--- src/hdl/bbdr_pkg.sv ---
`default_nettype none

package bbdr_pkg;

  localparam int unsigned DutyW = 11;
  localparam logic [DutyW-1:0] DutyMax = 11'd1800;
  localparam logic [7:0] SyncDeadtime = 8'd16;
  localparam logic [7:0] SyncNone = 8'd255;

  localparam logic [1:0] RegVoltSetpoint = 2'd0;
  localparam logic [1:0] RegCurrentLimit = 2'd1;
  localparam logic [1:0] RegOverrideDuty = 2'd2;
  localparam logic [1:0] RegSupplyOff = 2'd3;

  typedef enum logic [1:0] {
    DRIVE_OFF = 2'd0,
    DRIVE_ON  = 2'd1,
    DRIVE_PWM = 2'd2
  } drive_e;

  typedef struct packed {
    logic [15:0]        volt_setpoint;
    logic [15:0]        current_limit;
    logic signed [11:0] override_duty;
    logic               supply_off;
  } bbdr_cfg_t;

  typedef struct packed {
    drive_e     boost_low_drive;
    drive_e     boost_high_drive;
    drive_e     buck_low_drive;
    drive_e     buck_high_drive;
    logic       boost_mode;
    logic [7:0] sync_compare;
    logic [1:0] dither_bits;
    logic [7:0] duty_high;
  } bbdr_result_t;

endpackage

`default_nettype wire

--- src/hdl/bbdr_core.sv ---
`default_nettype none

module bbdr_core (
  input  wire logic                  clk_i,
  input  wire logic                  rst_ni,
  input  wire logic                  step_i,
  input  wire logic [15:0]           measured_mv_i,
  input  wire logic [15:0]           measured_current_i,
  input  wire bbdr_pkg::bbdr_cfg_t   cfg_i,
  output bbdr_pkg::bbdr_result_t     result_o
);
  import bbdr_pkg::*;

  logic [DutyW-1:0] duty_q, duty_d;
  logic [DutyW-1:0] duty_step;
  logic [DutyW-1:0] ovr_duty;
  logic             go_up, go_down;
  logic [8:0]       sync_sum;

  assign go_up   = (measured_mv_i < cfg_i.volt_setpoint) &&
                   (measured_current_i < cfg_i.current_limit);
  assign go_down = (measured_mv_i > cfg_i.volt_setpoint) ||
                   (measured_current_i > cfg_i.current_limit);

  always_comb begin
    duty_step = duty_q;
    if (go_up) begin
      duty_step = (duty_q < DutyMax) ? duty_q + 1'b1 : DutyMax;
    end else if (go_down) begin
      duty_step = (duty_q != '0) ? duty_q - 1'b1 : '0;
    end
    ovr_duty = cfg_i.override_duty[DutyW-1:0];
    if (ovr_duty > DutyMax) begin
      ovr_duty = DutyMax;
    end
    duty_d = cfg_i.override_duty[11] ? duty_step : ovr_duty;
  end

  always_ff @(posedge clk_i or negedge rst_ni) begin
    if (!rst_ni) begin
      duty_q <= '0;
    end else if (step_i) begin
      duty_q <= duty_d;
    end
  end

  // duty below 1024 keeps bit 10 clear, above it bit 10 is the boost offset
  assign sync_sum = {1'b0, duty_d[9:2]} + {1'b0, SyncDeadtime};

  always_comb begin
    result_o.duty_high   = duty_d[9:2];
    result_o.dither_bits = duty_d[1:0];
    result_o.boost_mode  = duty_d[10];
    if (duty_d[10] || sync_sum[8]) begin
      result_o.sync_compare = SyncNone;
    end else begin
      result_o.sync_compare = sync_sum[7:0];
    end
    if (cfg_i.supply_off) begin
      result_o.buck_high_drive  = DRIVE_OFF;
      result_o.buck_low_drive   = DRIVE_OFF;
      result_o.boost_high_drive = DRIVE_OFF;
      result_o.boost_low_drive  = DRIVE_OFF;
    end else if (duty_d[10]) begin
      result_o.buck_high_drive  = DRIVE_ON;
      result_o.buck_low_drive   = DRIVE_OFF;
      result_o.boost_high_drive = DRIVE_PWM;
      result_o.boost_low_drive  = DRIVE_PWM;
    end else begin
      result_o.buck_high_drive  = DRIVE_PWM;
      result_o.buck_low_drive   = DRIVE_PWM;
      result_o.boost_high_drive = DRIVE_ON;
      result_o.boost_low_drive  = DRIVE_OFF;
    end
  end

endmodule

`default_nettype wire

--- src/hdl/buck_boost_duty_regulator_unit.sv ---
// Bang-bang duty regulator for a four-switch buck/boost stage. Each input word
// is one control tick: the stored duty (0..1800) steps up, down or holds from
// the voltage and current readings, a non-negative override replaces it, and
// one result word carries the PWM compare, dither bits, sync compare, mode and
// switch drives. One word per cycle is sustained while the sink keeps up; each
// result is registered. A two-entry output stage (result register plus
// skid register) takes one more word after the sink stalls, so s_axis_tready
// comes straight from a register; while the skid register is full the input
// is held off.
// Configuration must be written only while the block is idle (not enforced).
`default_nettype none

module buck_boost_duty_regulator_unit (
  input  wire logic        clk_i,
  input  wire logic        rst_ni,
  input  wire logic        cfg_we_i,
  input  wire logic [1:0]  cfg_index_i,
  input  wire logic [15:0] cfg_wdata_i,
  input  wire logic        s_axis_tvalid,
  output logic             s_axis_tready,
  // [15:0] measured_mv, [31:16] measured_current
  input  wire logic [31:0] s_axis_tdata,
  output logic             m_axis_tvalid,
  input  wire logic        m_axis_tready,
  // [7:0] duty_high, [9:8] dither_bits, [17:10] sync_compare, [18] boost_mode,
  // [20:19] buck_high_drive, [22:21] buck_low_drive, [24:23] boost_high_drive,
  // [26:25] boost_low_drive, [31:27] zero
  output logic [31:0]      m_axis_tdata
);
  import bbdr_pkg::*;

  bbdr_cfg_t    cfg_q;
  bbdr_result_t result;
  bbdr_result_t out_q, out_d, skid_q, skid_d;
  logic         out_valid_q, out_valid_d, skid_valid_q, skid_valid_d;
  logic         in_fire, out_fire;

  always_ff @(posedge clk_i or negedge rst_ni) begin
    if (!rst_ni) begin
      cfg_q.volt_setpoint <= '0;
      cfg_q.current_limit <= '0;
      cfg_q.override_duty <= '1;
      cfg_q.supply_off    <= 1'b1;
    end else if (cfg_we_i) begin
      case (cfg_index_i)
        RegVoltSetpoint: cfg_q.volt_setpoint <= cfg_wdata_i;
        RegCurrentLimit: cfg_q.current_limit <= cfg_wdata_i;
        RegOverrideDuty: cfg_q.override_duty <= cfg_wdata_i[11:0];
        RegSupplyOff:    cfg_q.supply_off    <= cfg_wdata_i[0];
        default: ;
      endcase
    end
  end

  assign s_axis_tready = !skid_valid_q;
  assign in_fire       = s_axis_tvalid && s_axis_tready;
  assign out_fire      = m_axis_tvalid && m_axis_tready;

  bbdr_core u_core (
    .clk_i              (clk_i),
    .rst_ni             (rst_ni),
    .step_i             (in_fire),
    .measured_mv_i      (s_axis_tdata[15:0]),
    .measured_current_i (s_axis_tdata[31:16]),
    .cfg_i              (cfg_q),
    .result_o           (result)
  );

  always_comb begin
    out_d        = out_q;
    skid_d       = skid_q;
    out_valid_d  = out_valid_q;
    skid_valid_d = skid_valid_q;
    if (out_fire || !out_valid_q) begin
      if (skid_valid_q) begin
        out_d        = skid_q;
        out_valid_d  = 1'b1;
        skid_valid_d = 1'b0;
      end else begin
        out_d       = result;
        out_valid_d = in_fire;
      end
    end else if (in_fire) begin
      skid_d       = result;
      skid_valid_d = 1'b1;
    end
  end

  always_ff @(posedge clk_i or negedge rst_ni) begin
    if (!rst_ni) begin
      out_valid_q  <= 1'b0;
      skid_valid_q <= 1'b0;
    end else begin
      out_valid_q  <= out_valid_d;
      skid_valid_q <= skid_valid_d;
    end
  end

  always_ff @(posedge clk_i) begin
    out_q  <= out_d;
    skid_q <= skid_d;
  end

  assign m_axis_tvalid = out_valid_q;
  assign m_axis_tdata  = {5'd0, out_q.boost_low_drive, out_q.boost_high_drive,
                          out_q.buck_low_drive, out_q.buck_high_drive,
                          out_q.boost_mode, out_q.sync_compare,
                          out_q.dither_bits, out_q.duty_high};

endmodule

`default_nettype wire
--- config.mk ---
export PLATFORM = sky130hd
export DESIGN_NAME = buck_boost_duty_regulator_unit
export DESIGN_NICKNAME = d
export VERILOG_FILES = /design/src/hdl/bbdr_pkg.sv /design/src/hdl/bbdr_core.sv /design/src/hdl/buck_boost_duty_regulator_unit.sv
export SDC_FILE = /design/constraint.sdc
export NUM_CORES = 1
export LEC_CHECK = 0
export ABC_AREA = 1
export ABC_CLOCK_PERIOD_IN_PS = 8350
export BUFFER_PORTS_ARGS = -buffer_cell sky130_fd_sc_hd__buf_2
export CORE_MARGIN = 8
export CORE_UTILIZATION = 48
export CTS_CLUSTER_DIAMETER = 80
export DETAILED_ROUTE_END_ITERATION = 6
export GPL_ROUTABILITY_DRIVEN = 1
export HOLD_SLACK_MARGIN = 0.15
export PLACE_DENSITY = 0.69
export SYNTH_ARGS = -nofsm -noshare
export SYNTH_HDL_FRONTEND = slang
export SYNTH_HIERARCHICAL = 1
export SYNTH_SLANG_ARGS = --single-unit
--- constraint.sdc ---
create_clock -name clk_i -period 8.35 [get_ports clk_i]
set_clock_uncertainty 0.15 [all_clocks]
set_input_delay 1.67 -clock clk_i [delete_from_list [all_inputs] [get_ports clk_i]]
set_output_delay 1.67 -clock clk_i [all_outputs]
set_load 0.02 [all_outputs]
Word level (Yosys, flattened, before mapping)
Index checks and enable logic that the tools add are counted.
Storage, ports and cells
  register bits: 112
  bits in latches: 0
  RAM bits: 0
  bits in read-only memories: 0
  input port bits: 55
  output and inout port bits: 34
  logic and storage cells: 65
  memories kept: 0
Operators by class
  add/subtract/negate cells: 3
  $mul: 0
  divide/modulo/power cells: 0
  $lt $le $gt $ge: 6
  equality and inequality tests: 3
  shift operators: 0
  multiplexer cells: 13
  bitwise operators: 1
  reductions and logical operators: 16
Operators with widths (number)
  2-to-1 mux 11 bit: 6
  greater-than comparator 16 bit: 2
  < comparator 16 bit: 2
  2-to-1 mux 27 bit: 1
  2-to-1 mux 8 bit: 3
  adder 11 x 1 -> 11 bit, second input constant: 1
  greater-than comparator 11 bit, second input constant: 1
  < comparator 11 bit, second input constant: 1
  nonzero test 11 bit: 1
  subtractor 11 x 1 -> 11 bit, second input constant: 1
  AND reduction 2 bit: 5
  adder 8 x 5 -> 9 bit, second input constant: 1
  equality test 2 bit, second input constant: 2
  logical AND 1 bit: 3
  logical OR 1 bit: 3
  2-to-1 mux 1 bit: 3
  equality test 2 x 1 -> 1 bit, second input constant: 1
  logical NOT 1 bit: 2
  logical NOT 2 bit: 1
  nonzero test 2 bit: 1
  NOT 1 bit: 1

Logic depth before layout (Yosys ltp)
  word-level depth: 9
  mapped depth: 24
  mapped depth without buffers: 24

By module
Netlist, hierarchy kept.
By module, submodules not included
  buck_boost_duty_regulator_unit: instances 1, cells each 359, area an instance 3990.1 µm², sequential area each 2813.9 µm²
  bbdr_core: instances 1, cells each 376, area an instance 2356.0 µm², sequential area each 275.3 µm²

Least setup slack after synthesis
OpenSTA, ideal clock, no wires.
  path kind: input-to-reg
  from: input port m_axis_tready
  to: register skid_q[0] (netlist name) (enable)
  library setup time: 0.445 ns
  data arrival time: 4.285 ns
  required time: 7.755 ns
  slack: 3.470 ns
  cell stages on the path: 3
  buffers on the path: 0
  cells stage by stage: inv_1 > nand2_1 > nor3_1
On the way
  longest elaborated chain between the ends: 4
RTL lines
  start: declaration: line buck_boost_duty_regulator_unit.sv:24  | input wire logic m_axis_tready,
  logical AND 1 bit: line buck_boost_duty_regulator_unit.sv:57  | assign out_fire = m_axis_tvalid && m_axis_tready;
  logical OR 1 bit: line buck_boost_duty_regulator_unit.sv:74  | if (out_fire || !out_valid_q) begin
  NOT 1 bit (no line)
  AND reduction 2 bit (no line)
  end signal: assignment: line buck_boost_duty_regulator_unit.sv:101  | skid_q <= skid_d;
  end: declaration: line buck_boost_duty_regulator_unit.sv:34  | bbdr_result_t out_q, out_d, skid_q, skid_d;
No other way between the ends.
A chain may end at the register's enable or synchronous reset.

==> impl_metrics.py <==
metrics = {
    "clock_network": {
        "clock_sinks": 112,
        "post_cts_buffers": 0,
        "cts_tree": "done",
        "clk_path_buf_depth": 2,
        "clock-root-buffer": "clkbuf_16",
        "clock_latency_ps": 370,
        "cts_hold_repair.buffers": 0,
        "ctsResizeCount": 0,
        "numCtsBuffers": 9,
        "htree_levels": 3,
        "clk_pin_slew_ps": 80,
    },
    "timing": {
        "holdWs_ps": 329,
        "finalSetupTns_ps": 0,
        "post-route-min-period_ps": 3930,
        "worst_slew_pin_slew_ps": 839,
        "timing.final.crit_share": 0.470,
        "fmax_mhz": 255,
        "finalHoldViolations": 0,
        "rsz0062_at_grt": "false",
        "final-setup-viol-count": 0,
        "maxSlewHeadroom": 0.441,
        "drv_slew": 0,
        "worst_slack_ps": 4420,
    },
    "worst_setup_path": {
        "worst_setup_path_end_kind": "flip-flop",
        "crit_type": "in2reg",
        "crit_required_ps": 8430,
        "cp.arrival_ps": 4010,
        "worstPathMaxFanout": 14,
        "cp-start-kind": "primary input",
    },
    "logic_synthesis": {
        "synth_edf_count": 54,
        "syn_area_um2": 6350,
        "yosysMostFrequentCell": "nand2_1",
        "synth_ff_type": "edfxtp_1",
        "synth_cell_types": 42,
        "synth_common_cells": "nand2_1, inv_1, edfxtp_1",
        "ys_seq_elements": 112,
        "synth_top_cell_by_area": "edfxtp_1",
        "syn-instance-count": 735,
        "synth_area_leaders": "edfxtp_1, dfrtp_1, nand2_1",
        "postSynthAreaPerCell_um2": 8.63,
        "synthArstFlopShare": 0.518,
        "synth_top_area_frac": 0.256,
        "yosysWarnings": 6,
        "yosysSeqAreaShare": 0.487,
    },
    "floorplan": {
        "die_x_um": 131,
        "start_util": 0.485,
        "row_count": 42,
        "coreArea_um2": 13100,
        "dieArea_um2": 17200,
        "ios": 89,
        "die_y_um": 131,
    },
    "status": {
        "status": "finished, final reports clean",
    },
    "place": {
        "place_congestion": 0.918,
        "io_buffer_count": 83,
        "dp.final_hpwl_um": 11100,
        "place_ws_ps": 4040,
        "dp_cells": 967,
        "placed_area_um2": 6780,
    },
    "drt": {
        "drt-wirelength-per-cell_um": 14.9,
        "drt_wl_total_um": 14700,
        "vias_per_cell": 5.12,
        "ant_nets": 0,
        "drt_pass1_iterations": 5,
        "drc": 0,
        "drtIter0Drc": 290,
        "vias": 5037,
    },
    "hold_path": {
        "min_path_type": "reg2reg",
    },
    "finish": {
        "antenna_cells": 0,
        "nFillCells": 1218,
        "area_growth_syn_to_layout_pct": 12.1,
        "fin_area_um2": 7110,
        "num-nets-final": 891,
        "fin_util": 0.544,
        "drive_gt1_frac": 0.202,
        "final-instance-count-excl-fill": 983,
    },
    "grt": {
        "grt_pass1_wl_um": 24200,
        "grt_pass1_vias": 5061,
        "grt_max_degree": 59,
        "track_usage": 0.180,
        "grt.overflow.total": 0,
        "antenna_found_initial": 0,
    },
    "power": {
        "power_density_nw_per_um2": 251,
        "ir_drop_v": 0.000115,
        "power_mw": 1.78,
        "leakagePower_nw": 3.53,
    },
    "job": {
        "cap_violations": 0,
    },
}
## cells in the final DEF (no fill, tap or decap), types with 4 or more instances in the layout
cell / count
nand3_1: 45
edfxtp_1: 54
inv_2: 8
a31oi_1: 4
conb_1: 7
dfrtp_1: 45
nand4_1: 34
inv_1: 68
nand3_2: 5
ha_1: 34
buf_4: 4
clkbuf_16: 9
o21ai_0: 15
nor3_2: 4
xor2_1: 6
buf_2: 83
nor2_1: 28
a21oi_1: 23
o21ai_1: 4
dfstp_2: 13
nand2_1: 266
nand2_4: 6
nand2_2: 8
## registers in the layout, summed over array words and instances (netlist names)
| signal | cells |
|---|---|
| m_axis_tvalid | 1 |
| skid_valid_q | 1 |
| m_axis_tdata | 27 |
| skid_q | 27 |
| u_core/duty_q | 11 |
| cfg_q | 45 |
## layer usage
layer,up-vias,part of all wire,GRT usage
met1,2359,0.45,0.229
met5,-,0,0
met4,0,0.011,0.0513
met3,17,0.050,0.0329
met2,127,0.49,0.304
li1,2534,-,-
## logic make-up (layout without fill, tap and decap cells)
logic type,Yosys count,count (layout),synth area share
simple gates,411,411,0.297
flops,112,112,0.487
buf+inv,112,179,0.0852
compound gates,58,58,0.0546
fa+ha+maj,34,34,0.0670
xor+xnor,6,6,0.00828
other cells,2,7,0.00118
## critical path, stage by stage
cell,delay (ps)
buf_2,100
ha_1,290
nand2_1,80
nor2_1,230
nand2_1,90
nand2_1,100
nand2_2,70
nand2_4,120
nand2_4,90
nand2_4,180
nand3_1,100
nand3_1,90
nand2_2,70
nand2_4,130
inv_2,70
nor2_1,310
nand2_1,100
nand2_1,90
## power by group
group          switching [mW]  leakage, nW  internal (mW)
clock network           0.225        0.160          0.245
logic                   0.368         2.15          0.181
registers              0.0610         1.21          0.702
## area by class of cell
type                    instances  area (um^2)  share of cell area
clock buffers                   9          225              0.0317
well taps                     176          220              0.0310
flip-flops and latches        112         3090               0.434
clock inverters                 7          108              0.0151
repair buffers                 87          445              0.0626
multi-input cells             516         2740               0.385
inverters                      76          285              0.0401
## worst paths after layout
kind,to,slack [ps],start,depth (start not counted)
worst max register to register,m_axis_tdata[20],5430,cfg_q[20],18
max in group asynchronous,cfg_q[19],6220,rst_ni,2
worst min register to register,cfg_q[17],330,cfg_q[17],2
worst min-delay path,cfg_q[17],330,cfg_q[17],2
worst max-delay path,m_axis_tdata[20],4420,s_axis_tdata[23],18
min in group asynchronous,u_core/duty_q[1],1300,rst_ni,2
No activity file was read; power rests on OpenSTA's default activity.
